## config.mk

```make
export PLATFORM = sky130hd
export DESIGN_NAME = cigar_to_variant_events_flat
export DESIGN_NICKNAME = d
export VERILOG_FILES = /design/src/sv/cve_pkg.sv /design/src/sv/cve_op_if.sv /design/src/sv/cve_evt_if.sv /design/src/sv/cve_step.sv /design/src/sv/cigar_to_variant_events.sv /design/src/flat_wrapper.sv
export VERILOG_INCLUDE_DIRS = /design/src /design/src/sv
export SDC_FILE = /design/constraint.sdc
export NUM_CORES = 1
export LEC_CHECK = 0
export BUFFER_PORTS_ARGS = -buffer_cell sky130_fd_sc_hd__buf_2
export CORE_UTILIZATION = 25
export DETAILED_ROUTE_END_ITERATION = 7
export SLEW_MARGIN = 20
export SYNTH_ARGS = -nofsm -noshare
export SYNTH_HDL_FRONTEND = slang
export SYNTH_SLANG_ARGS = --single-unit
```

## constraint.sdc

```tcl
create_clock -name clk -period 9.8 [get_ports clk]
set_input_delay 2.94 -clock clk [delete_from_list [all_inputs] [get_ports clk]]
set_output_delay 2.94 -clock clk [all_outputs]
set_load 0.1 [all_outputs]
```

## src/sv/cigar_to_variant_events_defines.svh

```systemverilog
// Assertion macros used by the top module of the variant event block.
// Each macro expects signals named clk and rst_n in the module that uses it.
`ifndef CIGAR_TO_VARIANT_EVENTS_DEFINES_SVH
`define CIGAR_TO_VARIANT_EVENTS_DEFINES_SVH

// The consequent must hold in the same cycle as the antecedent.
`define CVE_ASSERT_NOW(lbl, ante, cons, msg) \
    lbl: assert property (@(posedge clk) disable iff (!rst_n) (ante) |-> (cons)) \
        else $error(msg);

// The consequent must hold in the cycle after the antecedent.
`define CVE_ASSERT_NEXT(lbl, ante, cons, msg) \
    lbl: assert property (@(posedge clk) disable iff (!rst_n) (ante) |=> (cons)) \
        else $error(msg);

`endif

```

## src/sv/cve_pkg.sv

```systemverilog
`default_nettype none

package cve_pkg;

    localparam int POS_BITS_DEF = 32;
    localparam int FIELD_BITS   = 32;
    localparam int OP_BITS      = 3;
    localparam int KIND_BITS    = 2;
    localparam int CFG_IDX_BITS = 1;

    localparam logic [OP_BITS-1:0] OP_MATCH    = 3'd0;
    localparam logic [OP_BITS-1:0] OP_MISMATCH = 3'd1;
    localparam logic [OP_BITS-1:0] OP_INSERT   = 3'd2;
    localparam logic [OP_BITS-1:0] OP_DELETE   = 3'd3;

    localparam logic [KIND_BITS-1:0] KIND_EVENT   = 2'd0;
    localparam logic [KIND_BITS-1:0] KIND_OVERRUN = 2'd1;
    localparam logic [KIND_BITS-1:0] KIND_CONTIG  = 2'd2;
    localparam logic [KIND_BITS-1:0] KIND_DONE    = 2'd3;

    localparam logic [CFG_IDX_BITS-1:0] CFG_QUERY_LENGTH  = 1'd0;
    localparam logic [CFG_IDX_BITS-1:0] CFG_TARGET_LENGTH = 1'd1;

    typedef struct packed {
        logic [KIND_BITS-1:0]  kind;
        logic [FIELD_BITS-1:0] var_pos;
        logic [FIELD_BITS-1:0] ref_len;
        logic [FIELD_BITS-1:0] alt_start;
        logic [FIELD_BITS-1:0] alt_len;
        logic                  run_end;
    } res_t;

    typedef struct packed {
        logic diff_open;
        logic discarding;
    } ctrl_t;

endpackage

`default_nettype wire

```

## src/sv/cve_op_if.sv

```systemverilog
`default_nettype none

interface cve_op_if;
    logic                           valid;
    logic                           ready;
    logic [cve_pkg::OP_BITS-1:0]    op_code;
    logic [cve_pkg::FIELD_BITS-1:0] run_length;
    logic                           last_op;

    modport source (output valid, output op_code, output run_length, output last_op,
                    input ready);
    modport sink (input valid, input op_code, input run_length, input last_op,
                  output ready);
endinterface

`default_nettype wire

```

## src/sv/cve_evt_if.sv

```systemverilog
`default_nettype none

interface cve_evt_if;
    logic                           valid;
    logic                           ready;
    logic [cve_pkg::KIND_BITS-1:0]  kind;
    logic [cve_pkg::FIELD_BITS-1:0] var_pos;
    logic [cve_pkg::FIELD_BITS-1:0] ref_len;
    logic [cve_pkg::FIELD_BITS-1:0] alt_start;
    logic [cve_pkg::FIELD_BITS-1:0] alt_len;
    logic                           run_end;

    modport source (output valid, output kind, output var_pos, output ref_len,
                    output alt_start, output alt_len, output run_end, input ready);
    modport sink (input valid, input kind, input var_pos, input ref_len,
                  input alt_start, input alt_len, input run_end, output ready);
endinterface

`default_nettype wire

```

## src/sv/cve_step.sv

```systemverilog
`default_nettype none

// Combinational update for one alignment operation: advances the positions,
// opens or closes the diff stretch and forms up to two results.
module cve_step #(
    parameter int POS_BITS = cve_pkg::POS_BITS_DEF
) (
    input  wire logic [cve_pkg::OP_BITS-1:0]                                op_code,
    input  wire logic [((POS_BITS < cve_pkg::FIELD_BITS) ? POS_BITS
                        : cve_pkg::FIELD_BITS)-1:0]                         run_length,
    input  wire logic                                                       last_op,
    input  wire logic [((POS_BITS < cve_pkg::FIELD_BITS) ? POS_BITS
                        : cve_pkg::FIELD_BITS):0]                           q_pos,
    input  wire logic [((POS_BITS < cve_pkg::FIELD_BITS) ? POS_BITS
                        : cve_pkg::FIELD_BITS):0]                           t_pos,
    input  wire logic [((POS_BITS < cve_pkg::FIELD_BITS) ? POS_BITS
                        : cve_pkg::FIELD_BITS)-1:0]                         q_start,
    input  wire logic [((POS_BITS < cve_pkg::FIELD_BITS) ? POS_BITS
                        : cve_pkg::FIELD_BITS)-1:0]                         t_start,
    input  wire logic [((POS_BITS < cve_pkg::FIELD_BITS) ? POS_BITS
                        : cve_pkg::FIELD_BITS)-1:0]                         q_len,
    input  wire logic [((POS_BITS < cve_pkg::FIELD_BITS) ? POS_BITS
                        : cve_pkg::FIELD_BITS)-1:0]                         t_len,
    input  wire cve_pkg::ctrl_t                                             ctrl,
    output logic [((POS_BITS < cve_pkg::FIELD_BITS) ? POS_BITS
                   : cve_pkg::FIELD_BITS):0]                                q_pos_next,
    output logic [((POS_BITS < cve_pkg::FIELD_BITS) ? POS_BITS
                   : cve_pkg::FIELD_BITS):0]                                t_pos_next,
    output logic [((POS_BITS < cve_pkg::FIELD_BITS) ? POS_BITS
                   : cve_pkg::FIELD_BITS)-1:0]                              q_start_next,
    output logic [((POS_BITS < cve_pkg::FIELD_BITS) ? POS_BITS
                   : cve_pkg::FIELD_BITS)-1:0]                              t_start_next,
    output cve_pkg::ctrl_t                                                  ctrl_next,
    output cve_pkg::res_t                                                   res0,
    output cve_pkg::res_t                                                   res1,
    output logic [1:0]                                                      n_res
);

    localparam int LEN_BITS = (POS_BITS < cve_pkg::FIELD_BITS) ? POS_BITS
                              : cve_pkg::FIELD_BITS;

    logic                is_match;
    logic                adv_q;
    logic                adv_t;
    logic                opening;
    logic [LEN_BITS-1:0] q_st;
    logic [LEN_BITS-1:0] t_st;
    logic [LEN_BITS:0]   q_new;
    logic [LEN_BITS:0]   t_new;
    logic                overrun;
    logic [LEN_BITS:0]   q_cl;
    logic [LEN_BITS:0]   t_cl;
    logic                at_origin;
    logic                cl_err;
    logic [LEN_BITS:0]   t_span1;
    logic [LEN_BITS:0]   q_span1;
    logic [LEN_BITS-1:0] t_st_m1;
    logic [LEN_BITS-1:0] q_st_m1;
    cve_pkg::res_t       ev_res;
    cve_pkg::res_t       ovr_res;
    cve_pkg::res_t       ctg_res;
    cve_pkg::res_t       done_res;
    logic                err;
    logic                clear;

    always_comb
    begin
        is_match = (op_code == cve_pkg::OP_MATCH);
        adv_q    = op_code inside {cve_pkg::OP_MATCH, cve_pkg::OP_MISMATCH, cve_pkg::OP_INSERT};
        adv_t    = op_code inside {cve_pkg::OP_MATCH, cve_pkg::OP_MISMATCH, cve_pkg::OP_DELETE};
        opening  = !is_match && !ctrl.diff_open;
        q_st     = opening ? q_pos[LEN_BITS-1:0] : q_start;
        t_st     = opening ? t_pos[LEN_BITS-1:0] : t_start;

        q_new    = q_pos + (adv_q ? {1'b0, run_length} : '0);
        t_new    = t_pos + (adv_t ? {1'b0, run_length} : '0);
        overrun  = (q_new > {1'b0, q_len}) || (t_new > {1'b0, t_len});

        // A match closes the stretch before it advances; the last operation
        // closes it after advancing.
        q_cl      = is_match ? q_pos : q_new;
        t_cl      = is_match ? t_pos : t_new;
        at_origin = (t_st == '0);
        cl_err    = at_origin ? ((t_cl >= {1'b0, t_len}) || (q_cl >= {1'b0, q_len}))
                              : (q_st == '0);
        t_span1   = t_cl - {1'b0, t_st} + 1'b1;
        q_span1   = q_cl - {1'b0, q_st} + 1'b1;
        t_st_m1   = t_st - 1'b1;
        q_st_m1   = q_st - 1'b1;
    end

    always_comb
    begin
        ev_res.kind      = cve_pkg::KIND_EVENT;
        ev_res.var_pos   = at_origin ? '0 : cve_pkg::FIELD_BITS'(t_st_m1);
        ev_res.ref_len   = cve_pkg::FIELD_BITS'(t_span1);
        ev_res.alt_start = at_origin ? cve_pkg::FIELD_BITS'(q_st)
                                     : cve_pkg::FIELD_BITS'(q_st_m1);
        ev_res.alt_len   = cve_pkg::FIELD_BITS'(q_span1);
        ev_res.run_end   = 1'b0;

        ovr_res          = '0;
        ovr_res.kind     = cve_pkg::KIND_OVERRUN;
        ctg_res          = '0;
        ctg_res.kind     = cve_pkg::KIND_CONTIG;
        done_res         = '0;
        done_res.kind    = cve_pkg::KIND_DONE;
    end

    always_comb
    begin
        res0  = ev_res;
        res1  = done_res;
        n_res = 2'd0;
        err   = 1'b0;
        clear = 1'b0;

        if (ctrl.discarding)
        begin
            clear = last_op;
        end
        else if (is_match && ctrl.diff_open)
        begin
            if (cl_err)
            begin
                res0  = ctg_res;
                n_res = 2'd1;
                err   = 1'b1;
            end
            else if (overrun)
            begin
                res1  = ovr_res;
                n_res = 2'd2;
                err   = 1'b1;
            end
            else if (last_op)
            begin
                n_res = 2'd2;
                clear = 1'b1;
            end
            else
            begin
                n_res = 2'd1;
            end
        end
        else if (overrun)
        begin
            res0  = ovr_res;
            n_res = 2'd1;
            err   = 1'b1;
        end
        else if (last_op)
        begin
            if (!is_match)
            begin
                if (cl_err)
                begin
                    res0  = ctg_res;
                    n_res = 2'd1;
                    err   = 1'b1;
                end
                else
                begin
                    n_res = 2'd2;
                    clear = 1'b1;
                end
            end
            else
            begin
                res0  = done_res;
                n_res = 2'd1;
                clear = 1'b1;
            end
        end

        res0.run_end = (n_res == 2'd1);
        res1.run_end = 1'b1;

        if (err && last_op)
        begin
            clear = 1'b1;
        end
    end

    always_comb
    begin
        if (clear)
        begin
            q_pos_next   = '0;
            t_pos_next   = '0;
            q_start_next = '0;
            t_start_next = '0;
            ctrl_next    = '0;
        end
        else if (ctrl.discarding)
        begin
            q_pos_next   = q_pos;
            t_pos_next   = t_pos;
            q_start_next = q_start;
            t_start_next = t_start;
            ctrl_next    = ctrl;
        end
        else
        begin
            q_pos_next           = q_new;
            t_pos_next           = t_new;
            q_start_next         = q_st;
            t_start_next         = t_st;
            ctrl_next.diff_open  = !is_match;
            ctrl_next.discarding = err;
        end
    end

endmodule

`default_nettype wire

```

## src/sv/cigar_to_variant_events.sv

```systemverilog
`default_nettype none

// Turns a stream of alignment operations into variant events. Each transfer
// on ops carries one operation; each stretch of non-match operations becomes
// one event on events, followed by a done result after the last operation,
// or an error result after which operations are dropped up to the last one.
// An operation enters an input register and is resolved combinationally into
// a two-entry result register, waiting while that register has no room for
// its results. One operation is taken every cycle while each yields at most
// one result and the sink keeps up; an operation that yields two results
// (an event plus done or overrun) holds the result register until both have
// left, since results leave one per cycle while the sink is ready. Operations
// that yield no result never wait for the output. Program query_length and
// target_length before the first operation of an alignment.
module cigar_to_variant_events #(
    parameter int POS_BITS = cve_pkg::POS_BITS_DEF
) (
    input  wire logic                              clk,
    input  wire logic                              rst_n,
    cve_op_if.sink                                 ops,
    cve_evt_if.source                              events,
    input  wire logic                              cfg_we,
    input  wire logic [cve_pkg::CFG_IDX_BITS-1:0]  cfg_index,
    input  wire logic [cve_pkg::FIELD_BITS-1:0]    cfg_data
);

`include "cigar_to_variant_events_defines.svh"

    localparam int LEN_BITS = (POS_BITS < cve_pkg::FIELD_BITS) ? POS_BITS
                              : cve_pkg::FIELD_BITS;

    logic [LEN_BITS-1:0]          q_len_reg;
    logic [LEN_BITS-1:0]          t_len_reg;

    logic                         in_vld_reg;
    logic [cve_pkg::OP_BITS-1:0]  in_op_reg;
    logic [LEN_BITS-1:0]          in_run_reg;
    logic                         in_last_reg;

    logic [LEN_BITS:0]            q_pos_reg;
    logic [LEN_BITS:0]            t_pos_reg;
    logic [LEN_BITS-1:0]          q_start_reg;
    logic [LEN_BITS-1:0]          t_start_reg;
    cve_pkg::ctrl_t               ctrl_reg;

    logic [LEN_BITS:0]            q_pos_next;
    logic [LEN_BITS:0]            t_pos_next;
    logic [LEN_BITS-1:0]          q_start_next;
    logic [LEN_BITS-1:0]          t_start_next;
    cve_pkg::ctrl_t               ctrl_next;
    cve_pkg::res_t                step_res0;
    cve_pkg::res_t                step_res1;
    logic [1:0]                   step_n;

    cve_pkg::res_t                slot_reg [2];
    cve_pkg::res_t                slot_next [2];
    logic [1:0]                   cnt_reg;
    logic [1:0]                   cnt_next;

    logic                         out_tx;
    logic                         room;
    logic                         proc_fire;

    cve_step #(
        .POS_BITS (POS_BITS)
    ) u_step (
        .op_code      (in_op_reg),
        .run_length   (in_run_reg),
        .last_op      (in_last_reg),
        .q_pos        (q_pos_reg),
        .t_pos        (t_pos_reg),
        .q_start      (q_start_reg),
        .t_start      (t_start_reg),
        .q_len        (q_len_reg),
        .t_len        (t_len_reg),
        .ctrl         (ctrl_reg),
        .q_pos_next   (q_pos_next),
        .t_pos_next   (t_pos_next),
        .q_start_next (q_start_next),
        .t_start_next (t_start_next),
        .ctrl_next    (ctrl_next),
        .res0         (step_res0),
        .res1         (step_res1),
        .n_res        (step_n)
    );

    // The results of an operation are written only into an empty result
    // register, or one whose single entry leaves in this cycle.
    assign out_tx    = events.valid && events.ready;
    assign room      = (cnt_reg == 2'd0) || ((cnt_reg == 2'd1) && out_tx);
    assign proc_fire = in_vld_reg && ((step_n == 2'd0) || room);
    assign ops.ready = !in_vld_reg || proc_fire;

    assign events.valid     = (cnt_reg != 2'd0);
    assign events.kind      = slot_reg[0].kind;
    assign events.var_pos   = slot_reg[0].var_pos;
    assign events.ref_len   = slot_reg[0].ref_len;
    assign events.alt_start = slot_reg[0].alt_start;
    assign events.alt_len   = slot_reg[0].alt_len;
    assign events.run_end   = slot_reg[0].run_end;

    always_comb
    begin
        cnt_next     = cnt_reg;
        slot_next[0] = slot_reg[0];
        slot_next[1] = slot_reg[1];
        if (proc_fire && (step_n != 2'd0))
        begin
            cnt_next     = step_n;
            slot_next[0] = step_res0;
            slot_next[1] = step_res1;
        end
        else if (out_tx)
        begin
            cnt_next     = cnt_reg - 1'b1;
            slot_next[0] = slot_reg[1];
        end
    end

    always_ff @(posedge clk or negedge rst_n)
    begin
        if (!rst_n)
        begin
            q_len_reg   <= '0;
            t_len_reg   <= '0;
            in_vld_reg  <= 1'b0;
            q_pos_reg   <= '0;
            t_pos_reg   <= '0;
            q_start_reg <= '0;
            t_start_reg <= '0;
            ctrl_reg    <= '0;
            cnt_reg     <= 2'd0;
        end
        else
        begin
            if (cfg_we)
            begin
                case (cfg_index)
                    cve_pkg::CFG_QUERY_LENGTH:  q_len_reg <= cfg_data[LEN_BITS-1:0];
                    cve_pkg::CFG_TARGET_LENGTH: t_len_reg <= cfg_data[LEN_BITS-1:0];
                    default: ;
                endcase
            end
            if (ops.ready)
            begin
                in_vld_reg <= ops.valid;
            end
            if (proc_fire)
            begin
                q_pos_reg   <= q_pos_next;
                t_pos_reg   <= t_pos_next;
                q_start_reg <= q_start_next;
                t_start_reg <= t_start_next;
                ctrl_reg    <= ctrl_next;
            end
            cnt_reg <= cnt_next;
        end
    end

    always_ff @(posedge clk)
    begin
        if (ops.valid && ops.ready)
        begin
            in_op_reg   <= ops.op_code;
            in_run_reg  <= ops.run_length[LEN_BITS-1:0];
            in_last_reg <= ops.last_op;
        end
        slot_reg[0] <= slot_next[0];
        slot_reg[1] <= slot_next[1];
    end

    `CVE_ASSERT_NOW(a_fill_only_when_drained, proc_fire && (step_n != 2'd0),
                    (cnt_reg == 2'd0) || out_tx, "results written over pending results")
    `CVE_ASSERT_NOW(a_pair_head_not_end, cnt_reg == 2'd2, !slot_reg[0].run_end,
                    "first of two pending results marked as the end of its run")
    `CVE_ASSERT_NOW(a_start_behind_pos, ctrl_reg.diff_open && !ctrl_reg.discarding,
                    ({1'b0, q_start_reg} <= q_pos_reg) && ({1'b0, t_start_reg} <= t_pos_reg),
                    "open event starts beyond the running positions")
    `CVE_ASSERT_NEXT(a_discard_ends_at_last,
                     proc_fire && ctrl_reg.discarding && in_last_reg,
                     !ctrl_reg.discarding && (q_pos_reg == '0) && (t_pos_reg == '0),
                     "alignment not cleared after the last discarded operation")

endmodule

`default_nettype wire

```

## src/flat_wrapper.sv

```systemverilog
// flat-port wrapper written by rule: the top's interface ports become plain ports
module cigar_to_variant_events_flat 
#(
    parameter int POS_BITS = cve_pkg::POS_BITS_DEF
)
  (clk, rst_n, cfg_we, cfg_index, cfg_data, ops_valid, ops_op_code, ops_run_length, ops_last_op, ops_ready, events_valid, events_kind, events_var_pos, events_ref_len, events_alt_start, events_alt_len, events_run_end, events_ready);
  cve_op_if ops_i ();
  cve_evt_if events_i ();
  input  wire logic clk;
  input  wire logic rst_n;
  input  wire logic cfg_we;
  input  wire logic [cve_pkg::CFG_IDX_BITS-1:0] cfg_index;
  input  wire logic [cve_pkg::FIELD_BITS-1:0] cfg_data;
  input wire logic [$bits(ops_i.valid)-1:0] ops_valid;
  input wire logic [$bits(ops_i.op_code)-1:0] ops_op_code;
  input wire logic [$bits(ops_i.run_length)-1:0] ops_run_length;
  input wire logic [$bits(ops_i.last_op)-1:0] ops_last_op;
  output wire logic [$bits(ops_i.ready)-1:0] ops_ready;
  output wire logic [$bits(events_i.valid)-1:0] events_valid;
  output wire logic [$bits(events_i.kind)-1:0] events_kind;
  output wire logic [$bits(events_i.var_pos)-1:0] events_var_pos;
  output wire logic [$bits(events_i.ref_len)-1:0] events_ref_len;
  output wire logic [$bits(events_i.alt_start)-1:0] events_alt_start;
  output wire logic [$bits(events_i.alt_len)-1:0] events_alt_len;
  output wire logic [$bits(events_i.run_end)-1:0] events_run_end;
  input wire logic [$bits(events_i.ready)-1:0] events_ready;
  assign ops_i.valid = ops_valid;
  assign ops_i.op_code = ops_op_code;
  assign ops_i.run_length = ops_run_length;
  assign ops_i.last_op = ops_last_op;
  assign ops_ready = ops_i.ready;
  assign events_valid = events_i.valid;
  assign events_kind = events_i.kind;
  assign events_var_pos = events_i.var_pos;
  assign events_ref_len = events_i.ref_len;
  assign events_alt_start = events_i.alt_start;
  assign events_alt_len = events_i.alt_len;
  assign events_run_end = events_i.run_end;
  assign events_i.ready = events_ready;
  cigar_to_variant_events #(.POS_BITS(POS_BITS)) u_core (.clk(clk), .rst_n(rst_n), .ops(ops_i), .events(events_i), .cfg_we(cfg_we), .cfg_index(cfg_index), .cfg_data(cfg_data));
endmodule
```

---- Word-level counts from Yosys, hierarchy flattened ----
Memories as Yosys holds them, arrays and structs flattened.
Index checks and enable logic that the tools add are counted.
operators by class
  add/subtract/negate cells ............... 9
  order comparisons ....................... 4
  bitwise logic cells ..................... 1
  reduce and logical (&&, ||, !) cells .... 29
  muxes and demuxes ....................... 61
  eq/ne operators ......................... 6
operators by type and width
  operator                                             number
  two-way mux 131 bit                                  13
  two-way mux 32 bit                                   10
  two-way mux 33 bit                                   6
  adder 33 x 32 -> 33 bit                              2
  >= comparator 33 x 32 -> 1 bit                       2
  > comparator 33 x 32 -> 1 bit                        2
  adder 32 x 1 -> 32 bit (second input constant)       2
  zero test 32 bit                                     2
  subtractor 32 x 1 -> 32 bit (second input constant)  2
  subtractor 32 bit                                    2
  two-way mux 2 bit                                    13
  two-way mux 1 bit                                    19
  logical AND 1 bit                                    8
  == test 3 x 2 -> 1 bit (second input constant)       2
  AND reduction 2 bit                                  3
  nonzero test 2 bit                                   3
  nonzero test 3 bit                                   2
  logical OR 1 bit                                     5
  == test 2 x 1 -> 1 bit (second input constant)       2
  zero test 2 bit                                      2
  == test 3 x 1 -> 1 bit (second input constant)       1
  zero test 1 bit                                      3
  zero test 3 bit                                      1
  inequality test 2 bit (second input constant)        1
  2 further kinds                                      2
word-level totals
  output and inout bits ................... 133
  bits of input ports ..................... 74
  logic and storage cells ................. 124
  RAM bits ................................ 262
  memories kept ........................... 1
  bits in registers ....................... 235
memories
  name             words  bits a word  rd ports  clocked after Yosys merged registers in  write ports  line                           text
  u_core.slot_reg  2      131          2         0                                        2            cigar_to_variant_events.sv:55  cve_pkg::res_t slot_reg [2];

---- Logic depth before layout (Yosys ltp) ----
  depth after elaboration ................. 19
  gate-level depth with buffers ........... 28
  mapped depth without buffers ............ 27

---- By module ----
From an unflattened synthesis, not the netlist that was laid out.
second synthesis, totals
  cells, all modules ...................... 3601
  area total of the unflattened synthesis .. 36445.0 um2
modules (own cells, without submodules)
  module                   seq. area each (um2)  cells each  instances  area each (um2)
  cigar_to_variant_events  13928.4               1023        1          19369.8
  cve_step                 0.0                   2578        1          17075.1

---- Worst setup path after synthesis ----
OpenSTA, ideal clock, no wires.
  path kind ............................... reg2out
  start ................................... register u_core.in_op_reg[1] in the netlist's numbering
  end ..................................... output ops_ready
  required time ........................... 6.860 ns
  arrival ................................. 5.852 ns
  buffers on the path ..................... 2
  slack ................................... 1.008 ns
  cell stages (with the launch flop) ...... 23
  cell sequence ........................... edfxtp_1 > a21oi_1 > clkbuf_1 > and2_1 > ha_1 > clkbuf_1 > and4_1 > o2111a_1 > a221oi_1 > a211oi_1 > o2111ai_1 > a211oi_1 > or4_1 > and2_1 > ha_1 > nand4_1 > nor4_1 > and4_1 > a21oi_1 > nor3_2 > nand2_1 > nor3_1 > or3_1
between the ends
  cells in the longest elaborated chain, start to end .. 18
  elaborated cells on any way between the ends .. 38
  those cells by class .................... add/sub (2); order compare (4); eq/ne (3); mux (15); reduce/logical (14)
RTL lines
  element                                               line                            text
  from (decl)                                           cigar_to_variant_events.sv:36   logic [cve_pkg::OP_BITS-1:0] in_op_reg;
  from (signal assigned)                                cigar_to_variant_events.sv:164  in_op_reg <= ops.op_code;
  == test 3 x 1 -> 1 bit, or another cell as far along  cve_step.sv:69, cve_step.sv:70
  nonzero test 3 bit (on tied branches)                 cve_step.sv:70, cve_step.sv:69
  two-way mux 32 bit (on tied branches)                 cve_step.sv:76, cve_step.sv:75
  adder 33 x 32 -> 33 bit (on tied branches)            cve_step.sv:76, cve_step.sv:75
  two-way mux 33 bit (on tied branches)                 cve_step.sv:82, cve_step.sv:81
  >= comparator 33 x 32 -> 1 bit                        cve_step.sv:84                  cl_err = at_origin ? ((t_cl >= {1'b0, t_len}) || (q_cl >= {1'b0, q_len}))
  logical OR 1 bit                                      cve_step.sv:84
  two-way mux 1 bit                                     cve_step.sv:84
  (+2 left out)                                         --
  two-way mux 2 bit                                     cve_step.sv:152                 else if (last_op)
  two-way mux 2 bit                                     cve_step.sv:146                 else if (overrun)
  two-way mux 2 bit (*)                                 cve_step.sv:122                 else if (is_match && ctrl.diff_open)
  two-way mux 2 bit (*)                                 cve_step.sv:118                 if (ctrl.discarding)
  zero test 2 bit (*)                                   cigar_to_variant_events.sv:91   assign proc_fire = in_vld_reg && ((step_n == 2'd0) || room);
  logical OR 1 bit (*)                                  cigar_to_variant_events.sv:91
  logical AND 1 bit (*)                                 cigar_to_variant_events.sv:91
  logical OR 1 bit (*)                                  cigar_to_variant_events.sv:92   assign ops.ready = !in_vld_reg || proc_fire;
  to (decl)                                             flat_wrapper.sv:18              output wire logic [$bits(ops_i.ready)-1:0] ops_ready;
Mark *: on every way between the ends. The rest lies on a longest branch, timed or not.

---- Worst setup path in the final report ----
  start ................................... register u_core.in_op_reg[2] in the netlist's numbering
  end ..................................... output ops_ready
The elaborated chain is that of the path after synthesis.

==> flow_summary.ini <==
[outcome]
outcome = complete, no violations

[finish]
fill_cells = 11504
largest_reg_flops = 132
seqCellArea_um2 = 10000
drive_gt1_share_pct = 15.1
layout.nets = 3390
multi_input_area_um2 = 15900
area.growth.synth_to_final_pct = 13.3
final_cells = 4517

[synth]
ys_seq_area_share_pct = 36.1
synthCells = 2926
synth_top_area_share_pct = 18.2
synth_flop_cell = dfrtp_1
synth_nets = 3323
ys_top_cells_by_count = ha_1, nand2_1, nor2_1
async_reset_ff_share_pct = 54.2
synth.area.top_cells = edfxtp_1, dfrtp_1, ha_1
yosysMostFrequentCell = ha_1
synth_cell_type_count = 82
synth_edf_count = 168
yosysWarnings = 0
avgSynthCellArea_um2 = 9.48
ys_seq_elements = 367
netlist_area_um2 = 27700
synth_top_cell_by_area = edfxtp_1

[detailed_routing]
ant_nets = 0
wirelength_um = 97000
drtIter0Drc = 1922
wire_per_inst_um = 21.5
dr.pass1.iters = 6
viasPerCell = 5.02
vias = 22664
drc = 0

[global_routing]
grt_util_all_layers_pct = 16.8
grt_overflow_total = 0
grt_pass1_vias = 21709
grt_max_degree = 85
grt_antenna_before_repair = 25
grt_pass1_wl_um = 142000

[run]
max_cap_violations = 0

[clocking]
cts_tree = yes
numCtsBuffers = 50
clockBufferDepth = 3
ctsHtreeMaxLevel = 2
cts_sinks = 367
insertion_delay_ns = 0.69
clock_tree.root_cell = clkbuf_16
path_clk_slew_ns = 0.06

[die]
start_util_pct = 25.4
coreArea_um2 = 109000
die_area_um2 = 112000
row_count = 121
floorplan.die.width_um = 335
io_pins = 207
fp.dieH_um = 335

[timing]
grt_setup_unrepaired = no
min_period_over_period_pct = 96.6
finalMaxSlewViolations = 0
max-slew-margin-rel_pct = 22.7
timing.final.crit_period_ns = 9.47
fin_tns_setup_ns = 0
finalSetupViolCount = 0
hold_viol_final = 0
skew_ns = 0.0546
max_slew.worst_pin.slew_ns = 1.16
max_freq_mhz = 106

[setup_path]
required_ns = 6.86
end_kind = primary output
r2r_start = u_core.in_op_reg[1]
worst_ep_arrival_time_ns = 6.53
crit_path_start_kind = flip-flop
crit_path_start = u_core.in_op_reg[2]
critPathSlowestCell = or4b_2
cp_max_fo = 7
max_stage_delay_ns = 0.59
critPathKind = reg -> out

[min_path]
worstHoldStart = u_core.t_start_reg[3]
hold_path.class = reg -> reg

[placed_design]
portBuffers = 206
dp_hpwl_um = 76800
place_congestion = 0.944
dp.cells = 4409
[per-layer routing]
layer,part of all wire [%],wire [um],track usage [%]
met1,46,44500,23.1
met2,43,41800,25.6
met5,0.26,253,0
met4,2.6,2540,4.73
met3,8.3,8010,4.44
[path summary, 6_finish.rpt]
check	cells after the start	slack, ns	end
max in group asynchronous	2	6.10	u_core.t_pos_reg[10]
min in group asynchronous	1	2.30	u_core.cnt_reg[1]
max	25	0.33	ops_ready
min reg2reg	1	0.49	u_core.t_start_reg[3]
min	1	0.49	u_core.t_start_reg[3]
max reg2reg	26	1.51	u_core.slot_reg[0][72]
[through the flow]
stage / util (%) / hold WS [ns] / area [um2] / worst slack, ns
after floorplan: - / 0.450 / 27700 / 1.01
after global placement: 27.0 / 0.466 / 29600 / 0.840
after detailed placement: 27.0 / 0.468 / 29600 / 0.739
after CTS: 28.5 / 0.487 / 31200 / 0.0163
after global routing: 28.7 / 0.501 / 31400 / 0.00810
final: 28.7 / 0.485 / 31400 / 0.331
[layout make-up]
class / instances / area share, %
multi-input cells: 2179 / 50.6
clock buffers: 72 / 4.53
clock inverters: 21 / 0.860
flip-flops and latches: 367 / 31.9
diodes: 7 / 0.0557
repair buffers: 254 / 4.54
inverters: 141 / 1.68
well taps: 1476 / 5.88
[worst max-delay path: cells and delay by family (launching register included)]
family	cells	cell delay (ns)
AOI/OAI and AO/OA	12	2.22
adders and majority gates	3	1.00
buffers and inverters	1	0.18
DFF	1	0.57
and+or+nand+nor	9	1.90
[cell usage in the layout (no fill, tap or decap), drive strengths merged, types with 85 or more instances in the layout]
cell and n:
nand2 283, ha 319, a21oi 165, dfrtp 199, edfxtp 168, inv 143, xnor2 93, and2 85
buf 253, a22o 87, o21ai 126, nor2 226
[timing repair]
| action | in CTS | in global routing |
|---|---|---|
| buffers inserted | 0 | 7 |
| hold buffers | 0 | 0 |
| endpoints found under the setup margin | 0 | 1 |
| gates resized for setup | 0 | 17 |
[cells by family (layout without fill, tap and decap cells)]
group,after synthesis,in the layout,share of synthesized area [%]
AOI/OAI and AO/OA,692,693,17.1
xor gates and xnor gates,148,148,4.67
adders and majority gates,323,323,14.7
buffers and inverters,381,488,7.28
DFF,367,367,36.1
muxes,97,97,3.77
other,0,7,0
and+or+nand+nor,918,918,16.4
Power is not shown: default switching activity piles up to over one toggle a cycle in this logic, so the estimate is an artifact.
